`src/rtl/bnc_pkg.sv`:
```
// bnc_pkg: shared types and constants for the bracket nesting checker
// character codes, stack entry kinds and the item and result structs
// no dependencies
package bnc_pkg;

	localparam int DEFAULT_STACK_DEPTH   = 256;
	localparam int DEFAULT_POSITION_BITS = 16;
	localparam int FAIL_POS_BITS         = 16;
	localparam int SYMBOL_BITS           = 8;

	localparam logic [SYMBOL_BITS-1:0] CH_LPAREN  = 8'h28;
	localparam logic [SYMBOL_BITS-1:0] CH_RPAREN  = 8'h29;
	localparam logic [SYMBOL_BITS-1:0] CH_STAR    = 8'h2A;
	localparam logic [SYMBOL_BITS-1:0] CH_LSQUARE = 8'h5B;
	localparam logic [SYMBOL_BITS-1:0] CH_RSQUARE = 8'h5D;
	localparam logic [SYMBOL_BITS-1:0] CH_LCURLY  = 8'h7B;
	localparam logic [SYMBOL_BITS-1:0] CH_RCURLY  = 8'h7D;
	localparam logic [SYMBOL_BITS-1:0] CH_LANGLE  = 8'h3C;
	localparam logic [SYMBOL_BITS-1:0] CH_RANGLE  = 8'h3E;

	typedef enum logic [2:0] {
		KIND_PAREN  = 3'd1,
		KIND_PAIR   = 3'd2,
		KIND_SQUARE = 3'd3,
		KIND_CURLY  = 3'd4,
		KIND_ANGLE  = 3'd5
	} kind_t;

	// paren_below marks a '(' stacked directly under this kind
	typedef struct packed {
		logic  paren_below;
		kind_t kind;
	} entry_t;

	typedef struct packed {
		logic [SYMBOL_BITS-1:0] symbol;
		logic                   last_of_line;
		logic                   no_symbol;
	} item_t;

	typedef struct packed {
		logic                     balanced;
		logic [FAIL_POS_BITS-1:0] fail_position;
	} result_t;

endpackage

```
`src/rtl/bnc_if.sv`:
```
// bnc_if: valid/ready channels of the bracket nesting checker
// character channel in, verdict channel out; uses bnc_pkg
interface bnc_char_if import bnc_pkg::*; ();
	logic                   valid;
	logic                   ready;
	logic [SYMBOL_BITS-1:0] symbol;
	logic                   last_of_line;
	logic                   no_symbol;

	modport source (output valid, symbol, last_of_line, no_symbol, input ready);
	modport sink (input valid, symbol, last_of_line, no_symbol, output ready);
endinterface

interface bnc_verdict_if import bnc_pkg::*; ();
	logic                     valid;
	logic                     ready;
	logic                     balanced;
	logic [FAIL_POS_BITS-1:0] fail_position;

	modport source (output valid, balanced, fail_position, input ready);
	modport sink (input valid, balanced, fail_position, output ready);
endinterface

```
`src/rtl/bracket_nesting_checker_top.sv`:
```
// a verdict is registered from the line-end character in item_s1 into res_s2, or into
// skid_q while res_s2 still holds an earlier verdict
// throughput: one character per cycle; ready drops only while two verdicts wait
// reset: arst_n clears line state and handshake state at once; the stack memory
// is not cleared, only entries written during the current line are read
// uses bnc_pkg, bnc_if, bnc_core
module bracket_nesting_checker_top import bnc_pkg::*; #(
	parameter int STACK_DEPTH   = DEFAULT_STACK_DEPTH,
	parameter int POSITION_BITS = DEFAULT_POSITION_BITS
) (
	input logic         clk,
	input logic         arst_n,
	bnc_char_if.sink    chars,
	bnc_verdict_if.source verdict
);

	item_t   item_s1;
	logic    valid_s1;
	result_t res_s2;
	logic    valid_s2;
	result_t skid_q;
	logic    skid_valid_q;

	logic    go, take, pop;
	logic    has_result;
	result_t result;

	assign go    = valid_s1 && !skid_valid_q;
	assign take  = chars.valid && chars.ready;
	assign pop   = valid_s2 && verdict.ready;

	assign chars.ready           = !valid_s1 || go;
	assign verdict.valid         = valid_s2;
	assign verdict.balanced      = res_s2.balanced;
	assign verdict.fail_position = res_s2.fail_position;

	bnc_core #(
		.STACK_DEPTH   (STACK_DEPTH),
		.POSITION_BITS (POSITION_BITS)
	) u_core (
		.clk        (clk),
		.arst_n     (arst_n),
		.go         (go),
		.item       (item_s1),
		.has_result (has_result),
		.result     (result)
	);

	always_ff @(posedge clk or negedge arst_n) begin
		if (!arst_n) begin
			valid_s1     <= 1'b0;
			valid_s2     <= 1'b0;
			skid_valid_q <= 1'b0;
		end else begin
			if (take)
				valid_s1 <= 1'b1;
			else if (go)
				valid_s1 <= 1'b0;

			if (!valid_s2 || pop) begin
				valid_s2     <= skid_valid_q || has_result;
				skid_valid_q <= skid_valid_q && has_result;
			end else if (has_result) begin
				skid_valid_q <= 1'b1;
			end
		end
	end

	always_ff @(posedge clk) begin
		if (take) begin
			item_s1.symbol       <= chars.symbol;
			item_s1.last_of_line <= chars.last_of_line;
			item_s1.no_symbol    <= chars.no_symbol;
		end

		// the skid entry is older, so it moves up first
		if (!valid_s2 || pop) begin
			if (skid_valid_q) begin
				res_s2 <= skid_q;
				if (has_result)
					skid_q <= result;
			end else begin
				res_s2 <= result;
			end
		end else if (has_result) begin
			skid_q <= result;
		end
	end

endmodule

```
`src/rtl/bnc_core.sv`:
```
// bnc_core: line state and bracket stack, one character per cycle while go is high
// top of stack in a register, lower entries in a memory with a registered read
// uses bnc_pkg
module bnc_core import bnc_pkg::*; #(
	parameter int STACK_DEPTH   = DEFAULT_STACK_DEPTH,
	parameter int POSITION_BITS = DEFAULT_POSITION_BITS
) (
	input  logic    clk,
	input  logic    arst_n,
	input  logic    go,
	input  item_t   item,
	output logic    has_result,
	output result_t result
);

	localparam int LW = $clog2(STACK_DEPTH + 1);
	localparam int AW = (STACK_DEPTH > 1) ? $clog2(STACK_DEPTH) : 1;
	localparam int PW = POSITION_BITS + FAIL_POS_BITS;

	entry_t mem [STACK_DEPTH];

	logic [LW-1:0]            level_q, level_n;
	logic [LW-1:0]            phys_q, phys_n;
	entry_t                   top_q, top_n;
	entry_t                   below_q;
	logic                     pparen_q, pparen_n;
	logic                     pstar_q, pstar_n;
	logic                     failed_q, failed_n;
	logic [POSITION_BITS-1:0] count_q, count_n;
	logic [POSITION_BITS-1:0] cnt_inc, count_plus, pos;
	logic [PW-1:0]            pos_wide;

	logic    full, full2;
	logic    do_push, push_two, do_close;
	kind_t   push_kind, close_kind;
	logic    end_fail, still_open;
	logic    wr_en;
	entry_t  wr_data;
	logic [LW-1:0] phys_m1, rd_diff;
	logic [AW-1:0] wr_addr, rd_addr;

	assign full    = level_q >= LW'(STACK_DEPTH);
	assign full2   = level_q >= LW'(STACK_DEPTH - 1);
	assign cnt_inc = (count_q != '1) ? count_q + POSITION_BITS'(1) : count_q;
	assign phys_m1 = phys_q - LW'(1);
	assign wr_addr = phys_m1[AW-1:0];
	assign wr_data = top_q;
	assign rd_diff = phys_n - LW'(2);
	assign rd_addr = rd_diff[AW-1:0];

	always_comb begin
		level_n    = level_q;
		phys_n     = phys_q;
		top_n      = top_q;
		pparen_n   = pparen_q;
		pstar_n    = pstar_q;
		failed_n   = failed_q;
		count_n    = count_q;
		do_push    = 1'b0;
		push_two   = 1'b0;
		push_kind  = KIND_PAREN;
		do_close   = 1'b0;
		close_kind = KIND_PAREN;
		wr_en      = 1'b0;
		end_fail   = 1'b0;
		still_open = 1'b0;
		count_plus = '0;
		pos        = '0;
		pos_wide   = '0;
		has_result = 1'b0;
		result     = '0;

		if (go && !item.no_symbol && !failed_q) begin
			if (pparen_q) begin
				pparen_n = 1'b0;
				if (item.symbol == CH_STAR) begin
					do_push   = 1'b1;
					push_kind = KIND_PAIR;
				end else if (full) begin
					failed_n = 1'b1;
				end else begin
					// the held '(' goes on the stack, then the character acts on it
					count_n   = cnt_inc;
					do_push   = 1'b1;
					push_kind = KIND_PAREN;
					case (item.symbol)
						CH_LPAREN: pparen_n = 1'b1;
						CH_LSQUARE: begin
							push_two  = 1'b1;
							push_kind = KIND_SQUARE;
						end
						CH_LCURLY: begin
							push_two  = 1'b1;
							push_kind = KIND_CURLY;
						end
						CH_LANGLE: begin
							push_two  = 1'b1;
							push_kind = KIND_ANGLE;
						end
						CH_RPAREN: do_push = 1'b0;
						CH_RSQUARE, CH_RCURLY, CH_RANGLE: begin
							do_push  = 1'b0;
							failed_n = 1'b1;
						end
						default: ;
					endcase
				end
			end else begin
				pstar_n = 1'b0;
				if (pstar_q && item.symbol == CH_RPAREN) begin
					do_close   = 1'b1;
					close_kind = KIND_PAIR;
				end else begin
					count_n = cnt_inc;
					case (item.symbol)
						CH_LPAREN: pparen_n = 1'b1;
						CH_STAR:   pstar_n = 1'b1;
						CH_LSQUARE: begin
							do_push   = 1'b1;
							push_kind = KIND_SQUARE;
						end
						CH_LCURLY: begin
							do_push   = 1'b1;
							push_kind = KIND_CURLY;
						end
						CH_LANGLE: begin
							do_push   = 1'b1;
							push_kind = KIND_ANGLE;
						end
						CH_RPAREN: begin
							do_close   = 1'b1;
							close_kind = KIND_PAREN;
						end
						CH_RSQUARE: begin
							do_close   = 1'b1;
							close_kind = KIND_SQUARE;
						end
						CH_RCURLY: begin
							do_close   = 1'b1;
							close_kind = KIND_CURLY;
						end
						CH_RANGLE: begin
							do_close   = 1'b1;
							close_kind = KIND_ANGLE;
						end
						default: ;
					endcase
				end
			end
		end

		// one physical push covers a '(' plus the bracket opened after it
		if (do_push) begin
			if (push_two ? full2 : full) begin
				failed_n = 1'b1;
			end else begin
				wr_en   = phys_q != '0;
				top_n   = '{paren_below: push_two, kind: push_kind};
				phys_n  = phys_q + LW'(1);
				level_n = level_q + (push_two ? LW'(2) : LW'(1));
			end
		end

		if (do_close) begin
			if (level_q == '0 || top_q.kind != close_kind) begin
				failed_n = 1'b1;
			end else if (top_q.paren_below) begin
				top_n   = '{paren_below: 1'b0, kind: KIND_PAREN};
				level_n = level_q - LW'(1);
			end else begin
				top_n   = below_q;
				phys_n  = phys_q - LW'(1);
				level_n = level_q - LW'(1);
			end
		end

		if (go && item.last_of_line) begin
			// a held '(' at line end is an open paren, a held '*' is dropped
			end_fail   = failed_n || (pparen_n && level_n >= LW'(STACK_DEPTH));
			still_open = level_n != '0 || pparen_n;
			count_plus = (count_n != '1) ? count_n + POSITION_BITS'(1) : count_n;
			if (end_fail)
				pos = count_n;
			else if (still_open)
				pos = count_plus;
			pos_wide   = PW'(pos);
			has_result = 1'b1;
			result.balanced      = !end_fail && !still_open;
			result.fail_position = (pos_wide > PW'({FAIL_POS_BITS{1'b1}})) ?
				'1 : pos_wide[FAIL_POS_BITS-1:0];
			level_n  = '0;
			phys_n   = '0;
			pparen_n = 1'b0;
			pstar_n  = 1'b0;
			failed_n = 1'b0;
			count_n  = '0;
		end
	end

	always_ff @(posedge clk or negedge arst_n) begin
		if (!arst_n) begin
			level_q  <= '0;
			phys_q   <= '0;
			pparen_q <= 1'b0;
			pstar_q  <= 1'b0;
			failed_q <= 1'b0;
			count_q  <= '0;
		end else begin
			level_q  <= level_n;
			phys_q   <= phys_n;
			pparen_q <= pparen_n;
			pstar_q  <= pstar_n;
			failed_q <= failed_n;
			count_q  <= count_n;
		end
	end

	always_ff @(posedge clk) begin
		top_q <= top_n;
	end

	always_ff @(posedge clk) begin
		if (wr_en)
			mem[wr_addr] <= wr_data;
	end

	// entry under the new top, forwarded when it is written in the same cycle
	always_ff @(posedge clk) begin
		if (phys_n >= LW'(2))
			below_q <= (wr_en && wr_addr == rd_addr) ? wr_data : mem[rd_addr];
	end

endmodule

```
`src/flat_wrapper.sv`:
```
// flat-port wrapper written by rule: the top's interface ports become plain ports
module bracket_nesting_checker_top_flat import bnc_pkg::*;
#(
	parameter int STACK_DEPTH   = DEFAULT_STACK_DEPTH,
	parameter int POSITION_BITS = DEFAULT_POSITION_BITS
)
  (clk, arst_n, chars_valid, chars_symbol, chars_last_of_line, chars_no_symbol, chars_ready, verdict_valid, verdict_balanced, verdict_fail_position, verdict_ready);
  bnc_char_if chars_i ();
  bnc_verdict_if verdict_i ();
  input logic clk;
  input logic arst_n;
  input wire logic [$bits(chars_i.valid)-1:0] chars_valid;
  input wire logic [$bits(chars_i.symbol)-1:0] chars_symbol;
  input wire logic [$bits(chars_i.last_of_line)-1:0] chars_last_of_line;
  input wire logic [$bits(chars_i.no_symbol)-1:0] chars_no_symbol;
  output wire logic [$bits(chars_i.ready)-1:0] chars_ready;
  output wire logic [$bits(verdict_i.valid)-1:0] verdict_valid;
  output wire logic [$bits(verdict_i.balanced)-1:0] verdict_balanced;
  output wire logic [$bits(verdict_i.fail_position)-1:0] verdict_fail_position;
  input wire logic [$bits(verdict_i.ready)-1:0] verdict_ready;
  assign chars_i.valid = chars_valid;
  assign chars_i.symbol = chars_symbol;
  assign chars_i.last_of_line = chars_last_of_line;
  assign chars_i.no_symbol = chars_no_symbol;
  assign chars_ready = chars_i.ready;
  assign verdict_valid = verdict_i.valid;
  assign verdict_balanced = verdict_i.balanced;
  assign verdict_fail_position = verdict_i.fail_position;
  assign verdict_i.ready = verdict_ready;
  bracket_nesting_checker_top #(.STACK_DEPTH(STACK_DEPTH), .POSITION_BITS(POSITION_BITS)) u_core (.clk(clk), .arst_n(arst_n), .chars(chars_i), .verdict(verdict_i));
endmodule
```
`config.mk`:
```
export PLATFORM = sky130hd
export DESIGN_NAME = bracket_nesting_checker_top_flat
export DESIGN_NICKNAME = d
export VERILOG_FILES = /design/src/rtl/bnc_pkg.sv /design/src/rtl/bnc_if.sv /design/src/rtl/bracket_nesting_checker_top.sv /design/src/rtl/bnc_core.sv /design/src/flat_wrapper.sv
export SDC_FILE = /design/constraint.sdc
export NUM_CORES = 2
export LEC_CHECK = 0
export BUFFER_PORTS_ARGS = -buffer_cell sky130_fd_sc_hd__buf_2
export CORE_UTILIZATION = 31
export DETAILED_ROUTE_END_ITERATION = 10
export PLACE_DENSITY_LB_ADDON = 0.2
export RECOVER_POWER = 50
export SYNTH_ARGS = -nofsm -noshare
export SYNTH_HDL_FRONTEND = slang
export SYNTH_HIERARCHICAL = 1
export SYNTH_SLANG_ARGS = --single-unit
```
`constraint.sdc`:
```
create_clock -name clk -period 14.6 [get_ports clk]
set_clock_uncertainty 0.1 [all_clocks]
set_input_delay 1.46 -clock clk [delete_from_list [all_inputs] [get_ports clk]]
set_output_delay 1.46 -clock clk [all_outputs]
set_load 0.05 [all_outputs]
```
# Word-level counts from Yosys, hierarchy flattened

Memories as Yosys holds them, arrays and structs flattened. A register that Yosys moved wholly into a read port is not among the register bits.
Cells that the tools add are included.

Add/subtract/negate cells: 7
Multiply operators: 0
Div/mod/pow operators: 0
$lt $le $gt $ge: 4
Eq/ne operators: 14
Shift operators: 0
Mux-type cells: 89
Bitwise gates (word level): 0
Reduce and logical (&&, ||, !) cells: 33

Operators with widths:

| operator              | count |
|---|---|
| $mux 16               | 10 |
| $mux 9                | 11 |
| $mux 17               | 5 |
| $mux 1                | 47 |
| $eq 8x6->1 const B    | 5 |
| $add 16x1->16 const B | 2 |
| $eq 8x7->1 const B    | 4 |
| $ne 16x16->1 const B  | 2 |
| $mux 3                | 8 |
| $mux 4                | 5 |
| $ge 9x9->1 const B    | 2 |
| $pmux 3 s3            | 2 |
| $reduce_bool 9->1     | 2 |
| $sub 9x1->9 const B   | 2 |
| $logic_and 1x1->1     | 10 |
| $add 9x1->9 const B   | 1 |
| $add 9x2->9           | 1 |
| $ge 9x2->1 const B    | 1 |
| $ge 9x8->1 const B    | 1 |
| $logic_not 9->1       | 1 |
| $sub 8x2->8 const B   | 1 |
| $logic_not 1->1       | 7 |
| $logic_or 1x1->1      | 6 |
| $reduce_bool 2->1     | 3 |
| 6 further kinds       | 8 |

Flip-flop bits (word level): 88
Bits in latches: 0
Bits in writable memories: 1024
Memory bits (read-only): 0
Input port bits: 14
Output and inout port bits: 19
Word-level logic and storage cells: 166
Memories: 1

Memory list:

| name              | words | width | rd ports | clocked after Yosys merged registers in | wr ports | RTL line       | RTL |
|---|---|---|---|---|---|---|---|
| u_core.u_core.mem | 256   | 4     | 1        | 1                                       | 1        | bnc_core.sv:20 | `entry_t mem [STACK_DEPTH];` |

# Depth between registers and ports, before layout

Depth after elaboration: 22
Mapped depth: 33
Depth with buffers taken out: 22

# Hierarchy

The synthesis kept the hierarchy.

By module, submodules not included:

| module                      | instances | cells an instance | area an instance (um^2) | sequential area each (um^2) |
|---|---|---|---|---|
| bnc_core                    | 1         | 3660              | 47135.2                 | 31875.6 |
| bracket_nesting_checker_top | 1         | 75                | 1731.7                  | 1396.3 |

# Worst setup path after synthesis

No wires, ideal clock.

Path kind: register to register
Start: register u_core/u_core/top_q[1] (netlist bit)
End: register, netlist name u_core/u_core/below_q[1]
Library setup time: 0.270 ns
Arrival time: 9.154 ns
Data required time: 14.230 ns
Setup slack: 5.077 ns
Stages on the path, launching flop included: 28
Path buffers: 11
Clock period less this slack: 9.523 ns
Cell sequence: dfxtp_1 or3_1 a211oi_1 o311a_2 a211o_1 and3_1 buf_2 inv_1 buf_4 buf_4 buf_2 buf_2 buf_4 buf_2 ha_1 buf_1 mux2i_1 a21oi_1 clkbuf_1 clkbuf_1 clkbuf_1 a22o_1 nand3_1 a221oi_1 a31oi_1 a32o_1 a211oi_1 a21oi_1

Cells in the longest elaborated chain, start to end: 6
Elaborated cells between the ends (all ways): 7
Those cells by class: add/sub: 1; order compare: 1; eq/ne: 1; mux: 3; reduce/logical: 1

Ends and longest elaborated chain:

| what                                      | RTL line                        | RTL |
|---|---|---|
| start: declaration                        | bnc_core.sv:24                  | `entry_t top_q, top_n;` |
| start signal: assignment                  | bnc_core.sv:219                 | `top_q <= top_n;` |
| $ne 3x3->1 *                              | bnc_core.sv:165                 | `if (level_q == '0 \|\| top_q.kind != close_kind) begin` |
| $logic_or 1x1->1 *                        | bnc_core.sv:165                 |  |
| $mux 9 *                                  | bnc_core.sv:165                 |  |
| $mux 9 *                                  | bnc_core.sv:164                 | `if (do_close) begin` |
| $mux 9 *                                  | bnc_core.sv:177                 | `if (go && item.last_of_line) begin` |
| $sub 8x2->8 or $ge 9x2->1 (tied branches) | bnc_core.sv:48, bnc_core.sv:229 |  |

Mark *: on every way between the ends. The rest lies on a longest branch, timed or not.
A chain may end at the register's enable or synchronous reset.

# Worst setup path in the final report

Start: register u_core/u_core/top_q[0] (netlist bit)
End: memory u_core/u_core/mem[178][0] (netlist bit), data pin

RTL lines:

| what             | RTL line |
|---|---|
| end: declaration | bnc_core.sv:20 |

Straight into the memory's write port.

==> flow_summary.ini <==
[worst_setup_path]
reg2reg_depth = 1
endpoint_kind = flip-flop
worstPathRequired_ns = 13.67
cp-start-kind = flip-flop
critPathBufInv = 1
cp_slowest_stage_delay_ns = 6.65
path_cells = clkbuf_1
path_class = reg -> reg
slowest_stage = clkbuf_1
worstPathArrival_ns = 9.80
crit_fanout = 197
path_delay_family = buffers and inverters
rrSetupSlack_ns = 3.88
crit_cells = 1

[logic_synthesis]
ys_types = 107
syn-num-nets = 3764
synth_area_sq_um = 48900
synth_edf_count = 1072
netlist_instances = 3735
ys_ff_latch = 1116
yosys_warnings = 6
avgSynthCellArea_sq_um = 13.1
synth-async-reset-ratio_pct = 3.58
seq_area_frac_synth_pct = 68.1
ys.flop_type = edfxtp_1

[sta]
hold_viol = 0
whs_ns = 0.446
max_freq_mhz = 93.3
min_period_ns = 10.72
slew_headroom_pct = -530
min_period_over_period_pct = 73.4
setup_ws_ns = 3.88
tns_ns = 0
tightestPinTransition_ns = 9.45
finalSetupViolCount = 0
rsz0062_at_grt = no
drv_slew = 1083

[placed_design]
place.gp.congestion = 0.899
dpl.cell_count = 5660
dp_slack_ns = 5.99
io_buffer_count = 32
dp_hpwl_um = 107000

[clock_tree]
cts_buffer_depth = 3
cts_resized = 0
cts_setup_buffers = 0
clkTransAtPathRegs_ns = 0.06
clock_latency_ns = 0.79
htreeDepth = 3
clock-sinks = 1116
cts_tree = done
cts_buffers = 121
cts_hold_buf = 0
clockRootBuffer = clkbuf_16

[pwr]
power_frac_seq_pct = 38.1
vdd_drop_max_mv = 0.146
p_sw_share_pct = 35.8
power.total_mw = 9.40
power.density_nw_per_um2 = 170
clock_power_share_pct = 33.5
p_sw_mw = 3.36
intPower_mw = 6.04
leakage_nw = 17.5
power_frac_comb_pct = 28.4

[floorplanning]
core_area_sq_um = 156000
row_count = 145
io_pins = 33
fp.dieW_um = 399
dieArea_sq_um = 159000
fp.dieH_um = 399
start_util_pct = 31.2

[global_routing]
grt_use_total_pct = 21.6
grt_max_degree = 198
grt-ovfl-total = 0
grt_pass1_wl_um = 246000
antenna_found_initial = 9
grt_pass1_vias = 31700

[routing]
dr.pass1.iters = 5
antenna_left = 0
drtIter0Drc = 3728
wl_um = 174000
drc_errors = 0
wl_per_cell_um = 29.6
vias = 33100
routed_via_density = 5.62

[layout]
nets = 3754
drive_above_1_share_pct = 10.0
layout_commonest_cell = edfxtp_1
synthToLayoutAreaGrowth_pct = 13.1
final_cell_mix = edfxtp_1 (1072), nand2_1 (585), nor2_1 (367)
final_cells = 5887

[run_status]
status = finished with violations
violations = max-capacitance violations, max-slew violations

[min_path]
holdCritPathClass = reg -> reg
worstHoldPathCells = 1

[run]
max-cap-violations = 13
## kinds of logic (layout without fill, tap and decap cells)
| group | Yosys count | count (layout) | synth area share, % |
|---|---|---|---|
| AOI/OAI and AO/OA | 610 | 610 | 9.28 |
| xor gates and xnor gates | 49 | 49 | 0.894 |
| adders and majority gates | 16 | 16 | 0.422 |
| buffers and inverters | 289 | 382 | 2.71 |
| DFF | 1116 | 1116 | 68.1 |
| muxes | 213 | 213 | 5.27 |
| other | 0 | 1 | 0 |
| and+or+nand+nor | 1442 | 1442 | 13.3 |
## Yosys cell counts (11+ instances only)
| library cell | instances | area [sq um] |
|---|---|---|
| a311oi_1 | 11 | 96.3 |
| ha_1 | 14 | 175 |
| xor2_1 | 20 | 175 |
| a22oi_1 | 35 | 263 |
| nand3_1 | 165 | 826 |
| nor4_1 | 25 | 156 |
| a2111oi_0 | 12 | 105 |
| nand4_1 | 36 | 225 |
| a32oi_1 | 33 | 289 |
| clkbuf_1 | 117 | 439 |
| nand2_1 | 585 | 2200 |
| dfrtp_1 | 40 | 1000 |
| a21oi_1 | 83 | 415 |
| buf_1 | 21 | 78.8 |
| o22ai_1 | 23 | 144 |
| a31oi_1 | 46 | 288 |
| o21ai_0 | 51 | 255 |
| o211ai_1 | 18 | 135 |
| buf_2 | 87 | 435 |
| and2_1 | 21 | 131 |
| mux2i_1 | 157 | 1570 |
| buf_4 | 24 | 180 |
| a211oi_1 | 117 | 878 |
| xnor2_1 | 28 | 245 |
| edfxtp_1 | 1072 | 32200 |
| a221oi_1 | 23 | 201 |
| mux2_2 | 11 | 124 |
| and3_1 | 112 | 701 |
| mux4_2 | 26 | 586 |
| nor3_1 | 42 | 210 |
| nor2_1 | 369 | 1390 |
| inv_1 | 30 | 113 |
| mux2_4 | 18 | 270 |
| a221o_1 | 14 | 140 |
| o31ai_1 | 20 | 150 |
## final timing paths
check                                       start                               to
max in group asynchronous                  arst_n          u_core/u_core/phys_q[4]
setup reg to reg           u_core/u_core/top_q[0]        u_core/u_core/mem[178][0]
hold reg to reg                  u_core/skid_q[4]  u_core/verdict.fail_position[4]
min in group asynchronous                  arst_n            u_core/u_core/pstar_q
setup / recovery           u_core/u_core/top_q[0]        u_core/u_core/mem[178][0]
hold / removal                   u_core/skid_q[4]  u_core/verdict.fail_position[4]
## cell type report
class / count / area [sq um]
fill: 15200 / 101000
sequential: 1116 / 33300
multi-input combinational: 2330 / 14400
clock buffer: 139 / 3100
tap: 2058 / 2570
clock inverter: 87 / 948
timing repair buffer: 122 / 808
inverter: 34 / 140
antenna: 1 / 2.50
## power groups by stage
| stage | clock, mW | sequential, mW | combinational (mW) |
|---|---|---|---|
| 2_1_floorplan | 0 | 3.66 | 1.39 |
| 4_1_cts | 3.20 | 3.56 | 2.61 |
| 3_5_place_dp | 0 | 3.63 | 2.61 |
| 5_1_grt | 3.32 | 3.59 | 2.73 |
| 3_3_place_gp | 0 | 3.63 | 2.59 |
| 6_report | 3.15 | 3.58 | 2.67 |
## per-layer routing
layer	track usage (%)	vias to the layer above	share of wire, %
li1	-	14300	-
met1	29.8	16900	43
met2	32.9	1550	45
met3	4.91	332	8.8
met4	8.25	8	4.1
met5	0	-	0.032
## sequential cells by signal, summed over array words and instances, names as in the netlist, 4 cells and up
register / cells
u_core/u_core/below_q: 4
u_core/item_s1: 10
u_core/u_core/top_q: 4
u_core/u_core/level_q: 9
u_core/u_core/mem: 1024
u_core/u_core/phys_q: 9
u_core/verdict.fail_position: 16
u_core/u_core/count_q: 16
u_core/skid_q: 17
## through the flow
| step | instance area, sq um | utilization, % |
|---|---|---|
| 2_1_floorplan | 48900 | - |
| 3_3_place_gp | 51300 | 32.8 |
| 3_5_place_dp | 51300 | 32.8 |
| 4_1_cts | 55400 | 35.4 |
| 5_1_grt | 55300 | 35.3 |
| 6_report | 55300 | 35.3 |
Power figures use the tool's default switching activity.
